<file path="config.mk">
export PLATFORM = sky130hd
export DESIGN_NAME = pbbr_wall_cell
export DESIGN_NICKNAME = d
export VERILOG_FILES = /design/src/rtl/pbbr_pkg.sv /design/src/rtl/pbbr_wall_cell.sv
export VERILOG_INCLUDE_DIRS = /design/src /design/src/rtl
export SDC_FILE = /design/constraint.sdc
export NUM_CORES = 2
export LEC_CHECK = 0
export ABC_AREA = 1
export BUFFER_PORTS_ARGS = -buffer_cell sky130_fd_sc_hd__buf_2
export CAP_MARGIN = 20
export CORE_ASPECT_RATIO = 0.9
export CORE_UTILIZATION = 35
export CTS_BUF_LIST = sky130_fd_sc_hd__clkbuf_4 sky130_fd_sc_hd__clkbuf_8 sky130_fd_sc_hd__clkbuf_16
export DETAILED_ROUTE_END_ITERATION = 12
export HOLD_SLACK_MARGIN = 0.06
export SLEW_MARGIN = 20
export SYNTH_ARGS = -nofsm -noshare
export SYNTH_HDL_FRONTEND = slang
export SYNTH_SLANG_ARGS = --single-unit
</file>
<file path="constraint.sdc">
create_clock -name clk -period 8.8 [get_ports clk]
set_input_delay 0 -clock clk [delete_from_list [all_inputs] [get_ports clk]]
set_output_delay 0 -clock clk [all_outputs]
set_load 0.005 [all_outputs]
</file>
<file path="src/rtl/particle_box_boundary_response_unit_defines.svh">
// ----------------------------------------------------------------------------
// particle box boundary response: assertion macros
// shared concurrent assertion forms for the boundary response rtl
// ----------------------------------------------------------------------------
`ifndef PARTICLE_BOX_BOUNDARY_RESPONSE_UNIT_DEFINES_SVH
`define PARTICLE_BOX_BOUNDARY_RESPONSE_UNIT_DEFINES_SVH

// consequent checked in the same cycle as the antecedent
`define PBBR_ASSERT_SAME(label, clk, rst_n, ante, cons, msg) \
	label: assert property (@(posedge clk) disable iff (!rst_n) (ante) |-> (cons)) \
		else $error(msg);

// consequent checked in the cycle after the antecedent
`define PBBR_ASSERT_NEXT(label, clk, rst_n, ante, cons, msg) \
	label: assert property (@(posedge clk) disable iff (!rst_n) (ante) |=> (cons)) \
		else $error(msg);

`endif

</file>
<file path="src/rtl/pbbr_pkg.sv">
// ----------------------------------------------------------------------------
// pbbr_pkg
// types, constants and arithmetic helpers for the box boundary response unit
// ----------------------------------------------------------------------------
package pbbr_pkg;

	localparam int unsigned WORD_BITS = 32;
	localparam int unsigned FRAC_BITS = 20;

	// coefficients in unsigned q0.15
	localparam int unsigned COEF_BITS = 15;
	localparam logic [COEF_BITS-1:0] COEF_BOUNCE     = COEF_BITS'(9830);
	localparam logic [COEF_BITS-1:0] COEF_WALL_FRIC  = COEF_BITS'(26214);
	localparam logic [COEF_BITS-1:0] COEF_FLOOR_FRIC = COEF_BITS'(30147);
	localparam logic [COEF_BITS-1:0] COEF_HALF = {1'b1, {(COEF_BITS-1){1'b0}}};

	// speed threshold 0.1, fits below 2^(FRAC_BITS-3)
	localparam int unsigned SLOW_BITS = FRAC_BITS - 3;
	localparam int unsigned SQ_BITS   = 2 * SLOW_BITS;
	localparam int unsigned SUM_BITS  = SQ_BITS + 2;
	localparam logic [SLOW_BITS-1:0] SLOW_LIMIT =
		SLOW_BITS'(((64'd1 << FRAC_BITS) + 64'd5) / 64'd10);
	localparam logic [SQ_BITS-1:0] SLOW_SQ =
		SQ_BITS'(64'(SLOW_LIMIT) * 64'(SLOW_LIMIT));

	// reset values: walls at +-20.0, margin 0.075
	localparam logic [WORD_BITS-1:0] WALL_RESET_POS = WORD_BITS'(64'd20 << FRAC_BITS);
	localparam logic [WORD_BITS-1:0] WALL_RESET_NEG = WORD_BITS'(-(64'sd20 <<< FRAC_BITS));
	localparam logic [WORD_BITS-2:0] MARGIN_RESET =
		(WORD_BITS-1)'(((64'd75 << FRAC_BITS) + 64'd500) / 64'd1000);

	// wall cells in the chain, and pipeline depth from accept to result
	localparam int unsigned NUM_WALLS = 6;
	localparam int unsigned LATENCY   = 1 + 2 * NUM_WALLS + 3;

	typedef logic signed [WORD_BITS-1:0] word_t;
	typedef logic signed [WORD_BITS:0]   wide_t;
	typedef logic [2:0][WORD_BITS-1:0]   vec3_t;

	typedef struct packed {
		vec3_t pos;
		vec3_t vel;
		logic  last;
	} particle_t;

	typedef enum logic [1:0] {
		AXIS_X = 2'd0,
		AXIS_Y = 2'd1,
		AXIS_Z = 2'd2
	} axis_t;

	// static description of one wall cell
	typedef struct packed {
		word_t wall;
		axis_t axis;
		logic  lower;
		logic  is_floor;
	} wall_sel_t;

	typedef enum logic [2:0] {
		REG_BOX_MIN_X    = 3'd0,
		REG_BOX_MAX_X    = 3'd1,
		REG_BOX_MIN_Y    = 3'd2,
		REG_BOX_MAX_Y    = 3'd3,
		REG_BOX_MIN_Z    = 3'd4,
		REG_BOX_MAX_Z    = 3'd5,
		REG_WALL_MARGIN  = 3'd6,
		REG_GRAVITY_STEP = 3'd7
	} reg_idx_t;

	function automatic word_t sat_word(input wide_t x);
		word_t r;
		if (x[WORD_BITS] != x[WORD_BITS-1]) begin
			r = x[WORD_BITS] ? {1'b1, {(WORD_BITS-1){1'b0}}} : {1'b0, {(WORD_BITS-1){1'b1}}};
		end else begin
			r = x[WORD_BITS-1:0];
		end
		return r;
	endfunction

	function automatic logic [WORD_BITS-1:0] mag_word(input word_t v);
		logic [WORD_BITS-1:0] m;
		m = v[WORD_BITS-1] ? (~v + 1'b1) : v;
		return m;
	endfunction

	function automatic word_t with_sign(input logic [WORD_BITS-1:0] m, input logic neg);
		word_t r;
		r = neg ? (~m + 1'b1) : m;
		return r;
	endfunction

	// round to nearest of m * c / 2^15
	function automatic logic [WORD_BITS-1:0] scale_mag(input logic [WORD_BITS-1:0] m,
			input logic [COEF_BITS-1:0] c);
		logic [WORD_BITS+COEF_BITS-1:0] prod;
		prod = (WORD_BITS+COEF_BITS)'(m) * (WORD_BITS+COEF_BITS)'(c)
			+ (WORD_BITS+COEF_BITS)'(COEF_HALF);
		return prod[WORD_BITS+COEF_BITS-1:COEF_BITS];
	endfunction

	function automatic logic [1:0] axis_index(input axis_t a);
		logic [1:0] n;
		case (a)
			AXIS_X:  n = 2'd0;
			AXIS_Y:  n = 2'd1;
			AXIS_Z:  n = 2'd2;
			default: n = 2'd0;
		endcase
		return n;
	endfunction

endpackage

</file>
<file path="src/rtl/pbbr_wall_cell.sv">
// ----------------------------------------------------------------------------
// pbbr_wall_cell
// one wall of the box: clamp, bounce or floor settle, two register stages
// ----------------------------------------------------------------------------
`include "particle_box_boundary_response_unit_defines.svh"

module pbbr_wall_cell (
	input  logic                 clk,
	input  logic                 arst_n,
	input  pbbr_pkg::wall_sel_t  sel,
	input  logic [pbbr_pkg::WORD_BITS-2:0] margin,
	input  logic                 in_valid,
	input  pbbr_pkg::particle_t  in_part,
	output logic                 out_valid,
	output pbbr_pkg::particle_t  out_part
);

	logic [1:0]            n;
	pbbr_pkg::word_t       p_n;
	pbbr_pkg::word_t       v_n;
	pbbr_pkg::wide_t       wall_ext;
	pbbr_pkg::wide_t       marg_ext;
	pbbr_pkg::wide_t       lim;
	pbbr_pkg::wide_t       p_ext;
	logic                  over;
	logic                  outward;
	logic                  settle;
	logic [2:0][pbbr_pkg::WORD_BITS-1:0] mags;
	pbbr_pkg::particle_t   clamp_part;

	logic                  valid_s1;
	pbbr_pkg::particle_t   part_s1;
	logic [2:0][pbbr_pkg::WORD_BITS-1:0] mag_s1;
	logic                  hit_s1;
	logic                  settle_s1;

	pbbr_pkg::particle_t   next_part;
	logic                  out_valid_q;
	pbbr_pkg::particle_t   out_part_q;

	always_comb begin
		n        = pbbr_pkg::axis_index(sel.axis);
		p_n      = in_part.pos[n];
		v_n      = in_part.vel[n];
		wall_ext = {sel.wall[pbbr_pkg::WORD_BITS-1], sel.wall};
		marg_ext = {2'b00, margin};
		p_ext    = {p_n[pbbr_pkg::WORD_BITS-1], p_n};
		lim      = sel.lower ? (wall_ext + marg_ext) : (wall_ext - marg_ext);
		over     = sel.lower ? (p_ext < lim) : (p_ext > lim);
		outward  = sel.lower ? v_n[pbbr_pkg::WORD_BITS-1]
			: (!v_n[pbbr_pkg::WORD_BITS-1] && (v_n != '0));
		for (int k = 0; k < 3; k++) begin
			mags[k] = pbbr_pkg::mag_word(in_part.vel[k]);
		end
		settle = sel.is_floor && sel.lower
			&& (mags[n] < pbbr_pkg::WORD_BITS'(pbbr_pkg::SLOW_LIMIT));
		clamp_part = in_part;
		if (over) begin
			clamp_part.pos[n] = pbbr_pkg::sat_word(lim);
		end
	end

	always_ff @(posedge clk or negedge arst_n) begin
		if (!arst_n) begin
			valid_s1    <= 1'b0;
			out_valid_q <= 1'b0;
		end else begin
			valid_s1    <= in_valid;
			out_valid_q <= valid_s1;
		end
	end

	always_ff @(posedge clk) begin
		part_s1   <= clamp_part;
		mag_s1    <= mags;
		hit_s1    <= over && outward;
		settle_s1 <= settle;
	end

	// on a hit the normal component reflects, or is zeroed when settling, tangential ones take friction
	always_comb begin
		logic [pbbr_pkg::COEF_BITS-1:0] coef;
		logic [pbbr_pkg::WORD_BITS-1:0] scaled;
		logic                           neg;
		next_part = part_s1;
		for (int k = 0; k < 3; k++) begin
			if (k == n) begin
				coef = pbbr_pkg::COEF_BOUNCE;
			end else begin
				coef = settle_s1 ? pbbr_pkg::COEF_FLOOR_FRIC : pbbr_pkg::COEF_WALL_FRIC;
			end
			scaled = pbbr_pkg::scale_mag(mag_s1[k], coef);
			neg    = part_s1.vel[k][pbbr_pkg::WORD_BITS-1] ^ (k == n);
			if (hit_s1) begin
				if ((k == n) && settle_s1) begin
					next_part.vel[k] = '0;
				end else begin
					next_part.vel[k] = pbbr_pkg::with_sign(scaled, neg);
				end
			end
		end
	end

	always_ff @(posedge clk) begin
		out_part_q <= next_part;
	end

	assign out_valid = out_valid_q;
	assign out_part  = out_part_q;

	`PBBR_ASSERT_NEXT(a_settle_zero, clk, arst_n, valid_s1 && hit_s1 && settle_s1,
		out_part_q.vel[n] == '0, "floor settle left a normal velocity")
	`PBBR_ASSERT_NEXT(a_lower_inward, clk, arst_n, valid_s1 && hit_s1 && sel.lower,
		!out_part_q.vel[n][pbbr_pkg::WORD_BITS-1], "lower wall left particle moving out")

endmodule

</file>
==> flow_summary.toml <==
[place]
final_hpwl_dp_mm = 204
placedCellCount = 10855
numPortBuffers = 456
place.gp.congestion = 0.986
dp_slack_ns = 0.987

[floorplanning]
die_area_um2 = 178000
fp.coreArea_um2 = 175000
die_w_um = 445
row_count = 145
initial_standard_cell_utilization_of_the_core = 0.354
die-height_um = 401
num_io_pins = 457

[sta]
timing.clock.skew_ns = 0.0364
timing.slew.headroom = 0.251
layout_setup_ws_ns = 0.862
achievable-frequency_ghz = 0.126
grt_setup_unrepaired = "false"
period_utilization_post_route = 0.902
setup_total_negative_slack_ns = 0
period_minus_slack_ns = 7.94
final-max-slew-violation-count = 0
finalSetupViolations = 0
tightest_slew_ns = 1.12
final-hold-violation-count = 0

[clock_tree]
cts_resized = 0
cts-root-to-sink-buffers = 3
clock_tree.root_cell = "clkbuf_16"
htreeDepth = 2
cts_tree = "done"
clock_latency_ns = 0.69
clock_sink_count = 483
clk_transition_reported_paths_ns = 0.06
postCtsSetupRepairBufs = 0
tritoncts.num_buffers = 54

[synthesis]
synthesis.nets = 9929
cells_after_synthesis = 8147
synth_sequential_area_ratio = 0.157
netlist-cell-type-count = 64
post_synth_top_flop = "dfxtp_1"
mappedNetlistArea_um2 = 61800
synth-seq-cells = 483
post_synth.cell_area_avg_um2 = 7.59
ys_async_sr_fraction = 0.00414
synth-edff-count = 0
yosys_warnings = 0

[global_routing]
grt_pass1_vias = 55069
grt_remaining_overflow = 0
pin_count_of_the_biggest_net_entering_global_routing = 100
antenna_found_initial = 30
grt_pass1_wl_mm = 353
gr-usage-all-layers = 0.263

[route]
total_vias_in_the_final_route = 55649
final_antenna_net_count = 0
drc = 0
detail_route.wl_per_cell_um = 21.1
finalWirelength_mm = 237
vias_per_cell = 4.96
drtPass1Iterations = 7
dr.first_iter.drc_count = 5647

[critical_path]
cp_top_family = "adder cells"
critical-path-top-cell-by-count = "nand2_1"
critPathKind = "register to register"
critPathArrivalTime_ns = 8.53
reg2regPathDepth = 33
regToRegSetupSlack_ns = 0.86
cpPeakStageDelay_ns = 0.62
cpMaxStageDelayCell = "fa_1"
timing.critical_path.required_ns = 9.39
worstSetupPathDepth = 33
timing.critical_path.fanout_max = 23
crit_path_start_kind = "register"
worstPathBufferInverterCount = 5
worstSetupEndpointType = "register"

[min_path]
holdCritPathClass = "input port to register"
min_path_cells = 2

[finish]
proportion_of_layout_cells_with_a_drive_suffix_above_1 = 0.0823
number_of_nets_in_the_layout = 10587
syn2layout_area_growth_pct = 15.2
fillers = 18099
final_cell_count_no_fill = 11222

[run_status]
run_status = "finished clean"

[job]
cap_viol_max_count = 0
## cell usage after synthesis (22+ instances only)
cell type / count / area share
a21o_1: 24 / 0.0029
a21oi_1: 240 / 0.019
a31o_2: 33 / 0.0047
buf_2: 27 / 0.0022
clkbuf_1: 90 / 0.0055
dfxtp_1: 481 / 0.16
fa_1: 808 / 0.26
ha_1: 711 / 0.14
inv_1: 1793 / 0.11
nand2_1: 1874 / 0.11
nand2_4: 31 / 0.0056
nand3_1: 421 / 0.034
nand3b_1: 22 / 0.0027
nand4_1: 71 / 0.0072
nor2_1: 776 / 0.047
nor3_1: 54 / 0.0044
o21ai_0: 200 / 0.016
o21bai_1: 51 / 0.0062
xnor2_1: 80 / 0.011
xor2_1: 151 / 0.021
## stage by stage
stage,util,area [um^2],hold slack (ns)
3_3_place_gp,0.382,66800,-0.213
6_report,0.408,71200,0.0812
3_5_place_dp,0.382,66800,-0.211
5_1_grt,0.408,71200,0.0786
4_1_cts,0.408,71200,0.0608
2_1_floorplan,-,61800,-0.296
## placed cells by master, fill, tap and decap left out, drive strengths merged, types with 24 or more instances in the layout
master,synthesis,final
a31o,33,33
dlygate4sd3,0,246
a21oi,243,243
xor2,154,154
clkbuf,90,69
dfxtp,481,481
inv,1799,1806
o21ai,216,216
nand4,71,71
a21o,24,24
nand3,426,426
ha,711,711
nor3,55,55
fa,808,808
nor2,797,797
buf,43,489
nand2,1913,1913
o21bai,51,51
xnor2,80,80
## layout make-up
class                           instances  area [um^2]  share of cell area
Timing Repair Buffer                  735         4990              0.0701
Sequential cell                       483         9680               0.136
Tap cell                             2352         2940              0.0413
Clock inverter                         31          434             0.00609
Antenna cell                           21         52.6            0.000738
Inverter                             1802         6770              0.0950
Multi-Input combinational cell       5729        44800               0.629
Clock buffer                           69         1530              0.0215
## cells by family (layout without fill, tap and decap cells)
family                   Yosys count  in the layout  synth area share
AO/OA/AOI/OAI                    648            648            0.0617
XOR/XNOR                         234            234            0.0335
adder cells (fa/ha/maj)         1519           1519             0.406
buffers and inverters           1935           2637             0.119
flip-flops                       483            483             0.157
other                              0             21                 0
AND/OR/NAND/NOR                 3328           3328             0.224
## sequential cells by signal, indices dropped and copies added, names as in the netlist
name / flops
out_part: 193
next_part: 97
mag_s1: 96
part_s1: 93
hit_s1: 1
out_valid: 1
settle_s1: 1
valid_s1: 1
## what timing repair did
action                                  CTS  global route
hold endpoints to repair                291             0
endpoints found under the setup margin    0             0
hold buffers                            246             0
## path summary, 6_finish.rpt
kind | startpoint | endpoint
max | settle_s1 | out_part[32]
min | in_part[4] | part_s1[4]
max reg2reg | settle_s1 | out_part[32]
min reg2reg | next_part[129] | out_part[129]
max in group asynchronous | arst_n | out_valid
min in group asynchronous | arst_n | valid_s1
## routing by layer
metal,part of all wire,track usage,routed length (um),vias to the layer above
met2,0.43,0.395,102000,2179
met3,0.072,0.0353,17000,400
met1,0.45,0.379,107000,26855
met4,0.044,0.101,10400,6
met5,0.00018,0,43,-
li1,-,-,-,26209
Power is not shown: default switching activity piles up to over one toggle a cycle in this logic, so the estimate is an artifact.
